<file path="config.mk">
export PLATFORM = sky130hd
export DESIGN_NAME = alarm_arming_controller
export DESIGN_NICKNAME = d
export VERILOG_FILES = /design/src/rtl/aac_pkg.sv /design/src/rtl/aac_cfg_regs.sv /design/src/rtl/aac_core.sv /design/src/rtl/alarm_arming_controller.sv
export SDC_FILE = /design/constraint.sdc
export NUM_CORES = 1
export LEC_CHECK = 0
export BUFFER_PORTS_ARGS = -buffer_cell sky130_fd_sc_hd__buf_2
export CAP_MARGIN = 40
export CELL_PAD_IN_SITES_DETAIL_PLACEMENT = 0
export CELL_PAD_IN_SITES_GLOBAL_PLACEMENT = 1
export CORE_UTILIZATION = 29
export CTS_CLUSTER_SIZE = 8
export DETAILED_ROUTE_END_ITERATION = 10
export PLACE_DENSITY_LB_ADDON = 0.1
export SYNTH_ARGS = -nofsm -noshare
export SYNTH_HDL_FRONTEND = slang
export SYNTH_SLANG_ARGS = --single-unit
</file>
<file path="constraint.sdc">
create_clock -name aclk -period 9.5 [get_ports aclk]
set_clock_uncertainty 0.2 [all_clocks]
set_input_delay 1.9 -clock aclk [delete_from_list [all_inputs] [get_ports aclk]]
set_output_delay 1.9 -clock aclk [all_outputs]
set_load 0.02 [all_outputs]
</file>
<file path="src/rtl/aac_pkg.sv">
package aac_pkg;

    // Code entry and card compare sizes.
    localparam int CODE_LENGTH   = 4;
    localparam int CARD_ID_BYTES = 4;
    localparam int CNT_W         = $clog2(CODE_LENGTH + 1);
    localparam int IDX_W         = (CODE_LENGTH > 1) ? $clog2(CODE_LENGTH) : 1;

    // Configuration register indexes.
    localparam logic [2:0] REG_POWER_KEY       = 3'd0;
    localparam logic [2:0] REG_SELECT_KEY      = 3'd1;
    localparam logic [2:0] REG_PASS_CODE       = 3'd2;
    localparam logic [2:0] REG_ADMIN_CARD_ID   = 3'd3;
    localparam logic [2:0] REG_SOUND_THRESHOLD = 3'd4;
    localparam logic [2:0] REG_IR_HOLDOFF_MS   = 3'd5;
    localparam logic [2:0] REG_BLINK_HALF_MS   = 3'd6;

    // Register reset values.
    localparam logic [7:0]  RST_POWER_KEY       = 8'd69;
    localparam logic [7:0]  RST_SELECT_KEY      = 8'd64;
    localparam logic [31:0] RST_PASS_CODE       = 32'h1616_1616;
    localparam logic [31:0] RST_ADMIN_CARD_ID   = 32'hA18E_0F1D;
    localparam logic [9:0]  RST_SOUND_THRESHOLD = 10'd100;
    localparam logic [15:0] RST_IR_HOLDOFF_MS   = 16'd300;
    localparam logic [14:0] RST_BLINK_HALF_MS   = 15'd1000;

    // Operating modes.
    typedef enum logic [1:0] {
        MODE_OFFLINE = 2'd0,
        MODE_IDLE    = 2'd1,
        MODE_ARMED   = 2'd2,
        MODE_ALARM   = 2'd3
    } mode_t;

    // Mode last drawn on the display; this value means nothing drawn yet.
    localparam logic [2:0] SHOWN_NONE = 3'd4;

    typedef struct packed {
        logic [7:0]  power_key;
        logic [7:0]  select_key;
        logic [31:0] pass_code;
        logic [31:0] admin_card_id;
        logic [9:0]  sound_threshold;
        logic [15:0] ir_holdoff_ms;
        logic [14:0] blink_half_ms;
    } cfg_t;

    typedef struct packed {
        logic            ir_valid;
        logic [7:0]      ir_command;
        logic [3:0]      card_size;
        logic [3:0][7:0] card_bytes;
        logic            motion;
        logic [9:0]      sound_level;
        logic [15:0]     elapsed_ms;
    } item_t;

    typedef struct packed {
        logic [1:0] system_state;
        logic       display_inverted;
        logic [7:0] accepted_key;
        logic [2:0] keys_entered;
    } result_t;

    // Byte i of a word, byte 0 in the top bits; bytes past the fourth read as zero.
    function automatic logic [7:0] word_byte(input logic [31:0] word, input int i);
        logic [31:0] sh;
        sh = 32'd0;
        if (i < 4) begin
            sh = word >> (24 - 8 * i);
        end
        return sh[7:0];
    endfunction

endpackage

</file>
<file path="src/rtl/aac_cfg_regs.sv">
module aac_cfg_regs (
    input  logic              aclk,
    input  logic              aresetn,
    input  logic              cfg_wr_en,
    input  logic [2:0]        cfg_addr,
    input  logic [31:0]       cfg_wdata,
    output aac_pkg::cfg_t     cfg
);

    aac_pkg::cfg_t cfg_reg;

    // Register file; unknown indexes are ignored.
    always_ff @(posedge aclk) begin
        if (!aresetn) begin
            cfg_reg.power_key       <= aac_pkg::RST_POWER_KEY;
            cfg_reg.select_key      <= aac_pkg::RST_SELECT_KEY;
            cfg_reg.pass_code       <= aac_pkg::RST_PASS_CODE;
            cfg_reg.admin_card_id   <= aac_pkg::RST_ADMIN_CARD_ID;
            cfg_reg.sound_threshold <= aac_pkg::RST_SOUND_THRESHOLD;
            cfg_reg.ir_holdoff_ms   <= aac_pkg::RST_IR_HOLDOFF_MS;
            cfg_reg.blink_half_ms   <= aac_pkg::RST_BLINK_HALF_MS;
        end else if (cfg_wr_en) begin
            case (cfg_addr)
                aac_pkg::REG_POWER_KEY:       cfg_reg.power_key       <= cfg_wdata[7:0];
                aac_pkg::REG_SELECT_KEY:      cfg_reg.select_key      <= cfg_wdata[7:0];
                aac_pkg::REG_PASS_CODE:       cfg_reg.pass_code       <= cfg_wdata;
                aac_pkg::REG_ADMIN_CARD_ID:   cfg_reg.admin_card_id   <= cfg_wdata;
                aac_pkg::REG_SOUND_THRESHOLD: cfg_reg.sound_threshold <= cfg_wdata[9:0];
                aac_pkg::REG_IR_HOLDOFF_MS:   cfg_reg.ir_holdoff_ms   <= cfg_wdata[15:0];
                aac_pkg::REG_BLINK_HALF_MS:   cfg_reg.blink_half_ms   <= cfg_wdata[14:0];
                default: ;
            endcase
        end
    end

    assign cfg = cfg_reg;

endmodule

</file>
<file path="src/rtl/aac_core.sv">
module aac_core (
    input  logic             aclk,
    input  logic             aresetn,
    input  logic             advance,
    input  aac_pkg::cfg_t    cfg,
    input  aac_pkg::item_t   item,
    output aac_pkg::result_t result
);

    logic [31:0]                 clock_ms_reg, clock_ms_next;
    logic [31:0]                 last_key_time_reg, last_key_time_next;
    logic [31:0]                 last_blink_time_reg, last_blink_time_next;
    aac_pkg::mode_t              mode_reg, mode_next;
    logic [2:0]                  shown_mode_reg, shown_mode_next;
    logic [aac_pkg::CNT_W-1:0]   key_count_reg, key_count_next;
    logic                        inverted_reg, inverted_next;
    logic [7:0]                  keys_reg [aac_pkg::CODE_LENGTH];
    logic [7:0]                  keys_next [aac_pkg::CODE_LENGTH];

    logic [31:0] key_age;
    logic [31:0] blink_age;
    logic        key_taken;
    logic [7:0]  key;
    logic        code_ok;
    logic        card_ok;
    logic        disarm;

    // Clock advance and IR hold-off.
    always_comb begin
        clock_ms_next = clock_ms_reg + 32'(item.elapsed_ms);
        key_age       = clock_ms_next - last_key_time_reg;
        blink_age     = clock_ms_next - last_blink_time_reg;
        key_taken     = item.ir_valid && (key_age >= 32'(cfg.ir_holdoff_ms));
        key           = key_taken ? item.ir_command : 8'd0;
    end

    // Code buffer compare against pass_code, and card id compare.
    always_comb begin
        code_ok = 1'b1;
        for (int i = 0; i < aac_pkg::CODE_LENGTH; i++) begin
            if (keys_reg[i] != aac_pkg::word_byte(cfg.pass_code, i)) begin
                code_ok = 1'b0;
            end
        end
        card_ok = (item.card_size >= 4'(aac_pkg::CARD_ID_BYTES));
        for (int i = 0; i < aac_pkg::CARD_ID_BYTES && i < 4; i++) begin
            if (item.card_bytes[i] != aac_pkg::word_byte(cfg.admin_card_id, i)) begin
                card_ok = 1'b0;
            end
        end
    end

    // Mode action for one pass, taken from the mode held at the start.
    always_comb begin
        last_key_time_next   = key_taken ? clock_ms_next : last_key_time_reg;
        last_blink_time_next = last_blink_time_reg;
        mode_next            = mode_reg;
        shown_mode_next      = shown_mode_reg;
        key_count_next       = key_count_reg;
        inverted_next        = inverted_reg;
        keys_next            = keys_reg;
        disarm               = 1'b0;

        case (mode_reg)
            aac_pkg::MODE_OFFLINE: begin
                shown_mode_next = 3'(aac_pkg::MODE_OFFLINE);
                if (key == cfg.power_key) begin
                    mode_next = aac_pkg::MODE_IDLE;
                end
            end
            aac_pkg::MODE_IDLE: begin
                if (shown_mode_reg != 3'(aac_pkg::MODE_IDLE)) begin
                    inverted_next   = 1'b1;
                    shown_mode_next = 3'(aac_pkg::MODE_IDLE);
                end
                if (key == cfg.select_key) begin
                    mode_next = aac_pkg::MODE_ARMED;
                end else if (key == cfg.power_key) begin
                    mode_next = aac_pkg::MODE_OFFLINE;
                end
            end
            default: begin
                if (mode_reg == aac_pkg::MODE_ARMED) begin
                    if (shown_mode_reg != 3'(aac_pkg::MODE_ARMED)) begin
                        inverted_next   = 1'b1;
                        shown_mode_next = 3'(aac_pkg::MODE_ARMED);
                    end
                end else begin
                    // Alarm blink: clear at two half-periods, set at one.
                    shown_mode_next = 3'(aac_pkg::MODE_ALARM);
                    if (blink_age >= 32'({cfg.blink_half_ms, 1'b0})) begin
                        last_blink_time_next = clock_ms_next;
                        inverted_next        = 1'b0;
                    end else if (blink_age >= 32'(cfg.blink_half_ms)) begin
                        inverted_next = 1'b1;
                    end
                end

                // Code entry: store a key, or check and empty a full buffer.
                if (key != 8'd0 && key_count_reg < aac_pkg::CNT_W'(aac_pkg::CODE_LENGTH)) begin
                    keys_next[key_count_reg[aac_pkg::IDX_W-1:0]] = key;
                    key_count_next = key_count_reg + 1'b1;
                end else if (key_count_reg >= aac_pkg::CNT_W'(aac_pkg::CODE_LENGTH)) begin
                    disarm         = code_ok;
                    key_count_next = '0;
                end

                if (disarm || card_ok) begin
                    mode_next = aac_pkg::MODE_IDLE;
                end

                // An armed pass alarms on motion or loud sound, even if disarmed.
                if (mode_reg == aac_pkg::MODE_ARMED &&
                    (item.motion || item.sound_level >= cfg.sound_threshold)) begin
                    mode_next = aac_pkg::MODE_ALARM;
                end
            end
        endcase
    end

    // Control state.
    always_ff @(posedge aclk) begin
        if (!aresetn) begin
            clock_ms_reg        <= '0;
            last_key_time_reg   <= '0;
            last_blink_time_reg <= '0;
            mode_reg            <= aac_pkg::MODE_IDLE;
            shown_mode_reg      <= aac_pkg::SHOWN_NONE;
            key_count_reg       <= '0;
            inverted_reg        <= 1'b0;
        end else if (advance) begin
            clock_ms_reg        <= clock_ms_next;
            last_key_time_reg   <= last_key_time_next;
            last_blink_time_reg <= last_blink_time_next;
            mode_reg            <= mode_next;
            shown_mode_reg      <= shown_mode_next;
            key_count_reg       <= key_count_next;
            inverted_reg        <= inverted_next;
        end
    end

    // Key buffer contents; only written entries are ever compared.
    always_ff @(posedge aclk) begin
        if (advance) begin
            keys_reg <= keys_next;
        end
    end

    assign result.system_state     = mode_next;
    assign result.display_inverted = inverted_next;
    assign result.accepted_key     = key;
    assign result.keys_entered     = 3'(key_count_next);

endmodule

</file>
<file path="src/rtl/alarm_arming_controller.sv">
// Channel   Dir  Ports                      Contents
// s_        in   s_tvalid s_tready          one polling pass: IR, card, sensors, elapsed time
//                s_tdata s_tuser
// m_        out  m_tvalid m_tready m_tdata  one result per pass: state, display, key, count
// cfg_      in   cfg_wr_en cfg_addr         register write, no handshake
//                cfg_wdata
//
// One beat is taken per clock unless the input side stalls; a result passes the input
// register and then the output register, with the pass itself as combinational logic
// between them and the controller state updated in the same cycle as the output register.
// Synchronous active-low reset restores the idle state and the register defaults.
// A stalled result holds in the output register while the input register still
// takes one beat, so the input side stalls only when both are full.
module alarm_arming_controller (
    input  logic        aclk,
    input  logic        aresetn,
    input  logic        s_tvalid,
    output logic        s_tready,
    // [7:0] ir_command, [11:8] card_size, [19:12] card_byte0, [27:20] card_byte1,
    // [35:28] card_byte2, [43:36] card_byte3, [44] motion, [54:45] sound_level,
    // [70:55] elapsed_ms, [71] zero
    input  logic [71:0] s_tdata,
    // [0] ir_valid
    input  logic        s_tuser,
    output logic        m_tvalid,
    input  logic        m_tready,
    // [1:0] system_state, [2] display_inverted, [10:3] accepted_key,
    // [13:11] keys_entered, [15:14] zero
    output logic [15:0] m_tdata,
    input  logic        cfg_wr_en,
    input  logic [2:0]  cfg_addr,
    input  logic [31:0] cfg_wdata
);

    aac_pkg::cfg_t    cfg;
    aac_pkg::item_t   item_reg, item_next;
    aac_pkg::result_t core_result;
    aac_pkg::result_t result_reg;
    logic             in_valid_reg;
    logic             out_valid_reg;
    logic             advance;

    // Pass moves from the input register to the output register when it has room.
    assign advance  = in_valid_reg && (!out_valid_reg || m_tready);
    assign s_tready = !in_valid_reg || advance;

    // Unpack the input beat.
    always_comb begin
        item_next.ir_valid      = s_tuser;
        item_next.ir_command    = s_tdata[7:0];
        item_next.card_size     = s_tdata[11:8];
        item_next.card_bytes[0] = s_tdata[19:12];
        item_next.card_bytes[1] = s_tdata[27:20];
        item_next.card_bytes[2] = s_tdata[35:28];
        item_next.card_bytes[3] = s_tdata[43:36];
        item_next.motion        = s_tdata[44];
        item_next.sound_level   = s_tdata[54:45];
        item_next.elapsed_ms    = s_tdata[70:55];
    end

    // Input and output valid flags.
    always_ff @(posedge aclk) begin
        if (!aresetn) begin
            in_valid_reg  <= 1'b0;
            out_valid_reg <= 1'b0;
        end else begin
            if (s_tready) begin
                in_valid_reg <= s_tvalid;
            end
            if (advance) begin
                out_valid_reg <= 1'b1;
            end else if (m_tready) begin
                out_valid_reg <= 1'b0;
            end
        end
    end

    // Payload registers.
    always_ff @(posedge aclk) begin
        if (s_tready && s_tvalid) begin
            item_reg <= item_next;
        end
        if (advance) begin
            result_reg <= core_result;
        end
    end

    aac_cfg_regs u_cfg (
        .aclk      (aclk),
        .aresetn   (aresetn),
        .cfg_wr_en (cfg_wr_en),
        .cfg_addr  (cfg_addr),
        .cfg_wdata (cfg_wdata),
        .cfg       (cfg)
    );

    aac_core u_core (
        .aclk    (aclk),
        .aresetn (aresetn),
        .advance (advance),
        .cfg     (cfg),
        .item    (item_reg),
        .result  (core_result)
    );

    assign m_tvalid = out_valid_reg;
    assign m_tdata  = {2'b00, result_reg.keys_entered, result_reg.accepted_key,
                       result_reg.display_inverted, result_reg.system_state};

endmodule

</file>
# After elaboration in Yosys (flattened, before gate mapping)
# Cells that the tools add are included.
dict set report totals {
  register_bits 346
  inputBits 113
  out_inout_bits 18
  word_cells 136
}
dict set report op_classes {
  addsub 4
  n_lt_le_gt_ge 9
  n_eq_ne 22
  mux 36
  n_bitwise 3
  reduce_logical 28
}
# op n
set ops {}
lappend ops {{$ge A32 B16 Y1} 2}
lappend ops {{$ne A8 B8 Y1} 8}
lappend ops {{$sub A32 B32 Y32} 2}
lappend ops {{$add A32 B16 Y32} 1}
lappend ops {{$bwmux W32} 1}
lappend ops {{$ge A32 B15 Y1} 1}
lappend ops {{$mux W1} 18}
lappend ops {{$mux W3} 6}
lappend ops {{$demux W8 S2} 1}
lappend ops {{$eq A8 B8 Y1} 2}
lappend ops {{$mux W8} 2}
lappend ops {{$reduce_and A2 Y1} 8}
lappend ops {{$ge A10 B10 Y1} 1}
lappend ops {{$mux W2} 5}
lappend ops {{$eq A3 B3 Y1 const B} 3}
lappend ops {{$reduce_bool A8 Y1} 1}
lappend ops {{$eq A3 B2 Y1 const B} 2}
lappend ops {{$ge A3 B3 Y1 const B} 2}
lappend ops {{$logic_and A1 B1 Y1} 6}
lappend ops {{$pmux W3 S2} 1}
lappend ops {{$reduce_and A3 Y1} 2}
lappend ops {{$ge A4 B3 Y1 const B} 1}
lappend ops {{$logic_or A1 B1 Y1} 4}
lappend ops {{$ne A4 B4 Y1 const B} 1}
lappend ops {{other kinds (19)} 21}

# Longest topological paths before layout
dict set report depth {
  ltp_word 13
  depth_mapped 34
}

# Cells and area by module
# From an unflattened synthesis, not the netlist that was laid out.
dict set report unflattened {
  hier_cells 2161
  hier_area_um2 20191.9
}
# module instances cells_per_inst area_each_um2 seq_area_each_um2
set modules_own_cells {}
lappend modules_own_cells {aac_core 1 1599 12728.5 3062.9}
lappend modules_own_cells {aac_cfg_regs 1 464 4758.3 2422.3}
lappend modules_own_cells {alarm_arming_controller 1 98 2705.1 2622.5}

# Least setup slack after synthesis
# No wires, ideal clock.
dict set report synth_timing {
  kind {reg-to-reg}
  startpoint {register item_reg[0] in the netlist's numbering}
  endpoint {register result_reg, in the netlist m_tdata[0], data pin}
  setup_time_ns 0.147
  arrival_ns 6.275
  setup_slack_ns 2.878
  stages_incl_launch_ff 30
  path_buffers 0
  synth_period_minus_slack_ns 6.622
  path_cell_list {edfxtp_1 > ha_1 > inv_1 > fa_1 > nor2b_1 > o21ai_0 > a21oi_1 > o2111ai_1 > a31o_2 > xnor2_1 > ha_1 > and2_1 > and3_1 > a211oi_2 > o21bai_1 > a21oi_1 > xnor2_1 > ha_1 > nand4_1 > or3_1 > a21oi_1 > a2111oi_0 > nand4_1 > a311oi_1 > or3b_1 > nor4_4 > a31oi_4 > mux2_4 > o41ai_1 > o21bai_1}
}
# item line_no
set synth_rtl {}
lappend synth_rtl {{start: declaration} alarm_arming_controller.sv:36} ;# aac_pkg::item_t item_reg, item_next;
lappend synth_rtl {{start signal: assignment} alarm_arming_controller.sv:81} ;# item_reg <= item_next;
lappend synth_rtl {{end signal: assignment} alarm_arming_controller.sv:84} ;# result_reg <= core_result;
lappend synth_rtl {{end: declaration} alarm_arming_controller.sv:38} ;# aac_pkg::result_t result_reg;

# Worst setup path in the final report
dict set report layout_timing {
  startpoint {register u_core.clock_ms_reg[0]}
  endpoint {register u_core.keys_reg[14] in the netlist's numbering, enable pin}
}
dict set report layout_via {
  elab_chain_len 8
}
# item line_no
set layout_lines {}
lappend layout_lines {{start: declaration} aac_core.sv:10} ;# logic [31:0] clock_ms_reg, clock_ms_next;
lappend layout_lines {{start signal: assignment} aac_core.sv:132} ;# clock_ms_reg <= clock_ms_next;
lappend layout_lines {{$add A32 B16 Y32} aac_core.sv:30} ;# clock_ms_next = clock_ms_reg + 32'(item.elapsed_ms);
lappend layout_lines {{named net u_core.clock_ms_next[12]} aac_core.sv:10}
lappend layout_lines {{$sub A32 B32 Y32} aac_core.sv:31} ;# key_age = clock_ms_next - last_key_time_reg;
lappend layout_lines {{$ge A32 B16 Y1} aac_core.sv:33} ;# key_taken = item.ir_valid && (key_age >= 32'(cfg.ir_holdoff_ms));
lappend layout_lines {{$logic_and A1 B1 Y1} aac_core.sv:33}
lappend layout_lines {{$mux W8} aac_core.sv:34} ;# key = key_taken ? item.ir_command : 8'd0;
lappend layout_lines {{$reduce_bool A8 Y1} aac_core.sv:100} ;# if (key != 8'd0 && key_count_reg < aac_pkg::CNT_W'(aac_pkg::CODE_LENGTH)) begin
lappend layout_lines {{$logic_and A1 B1 Y1} aac_core.sv:100}
lappend layout_lines {{$reduce_and A3 Y1 (no source line)} n/a}
lappend layout_lines {{end signal: assignment} aac_core.sv:145} ;# keys_reg <= keys_next;
lappend layout_lines {{end: declaration} aac_core.sv:17} ;# logic [7:0] keys_reg [aac_pkg::CODE_LENGTH];
# The timed path passes the listed nets, and every way through them passes these cells.
# A chain may end at the register's enable or synchronous reset.

==> impl_results.md <==
- Number of remaining DRC errors: 0
- Row cnt: 93
- ANT cells: 0
- Max Freq: 123.3 MHz
- Final worst slack: 1389 ps
- Slew margin rel.: 41.65%
- Core Region: 64700 µm²
- CP arrival: 8140 ps
- Port buffer count: 125
- Top cells by area, synth: dfxtp_1 24%, edfxtp_1 18%, ha_1 9.0%
- Placed cell count: 3127
- Top Usage Layer GRT: met2
- DR pass1 iterations: 6
- GP Congestion: 0.8434
- Fraction of layout cells with a size suffix above 1: 10.33%
- First-pass GRT wire length: 92.03 mm
- Post-Route WL: 59.20 mm
- CTS tree: yes
- DP HPWL: 42.95 mm
- Most used cell, CP: ha_1
- Met3 usage: 2.074%
- Internal power: 2967 µW
- Crit path largest cell delay: 500 ps
- Synth Flop Type: dfxtp_1
- Initial Util: 29.51%
- GRT Util Overall: 17.71%
- LEAKAGE: 0.008681 µW
- Seq/Total Area, Yosys: 42.15%
- Synth Register Bits: 344
- Fillcell total: 6785
- TritonCTS Sinks: 344
- Sw Ratio: 30.59%
- I/O Pins: 131
- EDFF count, synth: 116
- Required @ worst endpoint: 9530 ps
- Slew Limit Fails: 0
- CP Class: reg -> reg
- Max FO, Critical Path: 17
- Worst-Skew Late Latency: 610 ps
- Crit path time final: 8111 ps
- Met2 usage: 31.12%
- Post-CTS Hold Buffers: 0
- Post-synth cell types: 75
- Initial antenna violation count: 0
- Met1 global-route usage: 22.67%
- 1st-iter DRT viols: 892
- Die width: 258.6 µm
- Min-delay worst type: reg -> reg
- Synth cell count leaders: 363 x nand2_1, 248 x a21oi_1, 228 x dfxtp_1
- Combinational power share: 22.5%
- Synthesized instance count: 2208
- Setup Fix Bufs, Post-CTS: 0
- Crit start category: flip-flop
- Die footprint: 66870 µm²
- Status: finished, final reports clean
- CTS Buf Count: 50
- Final Hold Fails: 0
- Final Hold Slack: 257.4 ps
- Power per cell area: 192.6 nW/µm²
- Share of the synthesized area in the top cell type: 23.91%
- Vias: 15750
- Largest net degree at the start of global routing: 78
- Root Driver: clkbuf_16
- Post-route insts no fill: 3217
- Largest area contributor in the netlist: dfxtp_1
- Vert. Die Dim: 258.6 µm
- Post-synth ARST share: 0%
- Mapped Area: 19090 µm²
- GRT overflow: 0
- Maxcap violations: 0
- Clk buf depth: 3
- Post-CTS resize count: 0
- Clock power frac: 40.2%
- Max reg flops: 121
- Sw Pwr: 1307 µW
- P&R area growth vs syn: 16.23%
- Slowest-stage cell, CP: a31oi_4
- # setup viols final: 0
- Wirelength per Cell: 18.40 µm
- Setup TNS: 0 ps
- Via/cell ratio: 4.896
- Total power of the final layout: 4274 µW
- Vias in the first global route: 15640
- Synth warn: 0
- Most frequent cell after synthesis: nand2_1
- Fin crit share: 85.38%
- Sequential power share: 37.3%
- Clk slew on worst S/H paths: 50 ps
- RSZ-0062 raised after global routing: false
- Post-Place Worst Slack: 1393 ps
- # nets final: 2578
- Worst Max-Slew Pin Slew: 872.1 ps
- Mapped Avg Cell Area: 8.647 µm²
- Maximum VDD drop: 0.0001233 V
- Antenna violation net count after detailed routing: 0
- Crit. End Element: flip-flop
- H-tree depth: 2
-- metrics by stage --
step / util, % / instance area (µm²)
final: 34.30 / 22190
after global routing: 34.30 / 22190
after CTS: 34.30 / 22190
after detailed placement: 31.99 / 20690
after global placement: 31.93 / 20660
after floorplan: - / 19100
-- path summary, 6_finish.rpt --
| kind | start | to | slack (ps) | cells past startpoint |
|---|---|---|---|---|
| min reg2reg | u_core.clock_ms_reg[11] | u_core.clock_ms_reg[11] | 260 | 2 |
| max reg2reg | u_core.clock_ms_reg[0] | u_core.keys_reg[14] | 1390 | 30 |
| min | u_core.clock_ms_reg[11] | u_core.clock_ms_reg[11] | 260 | 2 |
| max | u_core.clock_ms_reg[0] | u_core.keys_reg[14] | 1390 | 30 |
-- worst max-delay path: cells and delay by family, from the launching register on --
kind	cells	cell delay, ps
flops	1	330
fa+ha+maj	4	1370
simple gates	12	2890
compound gates	10	2140
buf+inv	2	220
xor+xnor	2	570
-- logic make-up (layout without fill, tap and decap cells) --
| family | Yosys count | count (layout) | synth area share, % |
|---|---|---|---|
| multiplexers | 8 | 8 | 0.4456 |
| flip-flops | 344 | 344 | 42.15 |
| AND/OR/NAND/NOR | 778 | 778 | 18.41 |
| other | 1 | 2 | 0.01964 |
| XOR/XNOR | 156 | 156 | 7.156 |
| AO/OA/AOI/OAI | 541 | 541 | 17.58 |
| buffers and inverters | 239 | 392 | 4.875 |
| adder cells (fa/ha/maj) | 141 | 141 | 9.358 |
-- power by group through the flow --
stage / combinational (µW) / sequential [µW] / clock [µW]
after floorplan: 679 / 1620 / 0
after global placement: 961 / 1630 / 0
after detailed placement: 972 / 1630 / 0
after CTS: 976 / 1600 / 1780
after global routing: 1090 / 1600 / 1830
final: 962 / 1600 / 1720
-- layer usage --
metal | share of wire (%) | wire length, µm | up-vias
met1 | 46 | 27210 | 7448
met3 | 3.1 | 1806 | 86
met5 | 0 | 0 | -
met4 | 2.4 | 1418 | 0
li1 | - | - | 7962
met2 | 49 | 28760 | 256
-- cells in the final DEF (no fill, tap or decap), types with 88 or more instances in the layout --
cell      Yosys  final
ha_1        138    138
nor2_1      146    145
xnor2_1      99     99
dfxtp_1     228    228
inv_1       143    141
a21oi_1     248    248
nand2_1     363    363
edfxtp_1    116    116
buf_2        15    127
nand3_1      88     88
-- final cells by class --
type	count	area, µm²	area share (%)
multi-input cells	1626	10140	45.69
flip-flops and latches	344	8048	36.27
clock buffers	86	1438	6.478
well taps	855	1070	4.821
repair buffers	159	895.9	4.037
inverters	143	541.8	2.441
clock inverters	4	60.06	0.2706
Power figures use the tool's default switching activity.
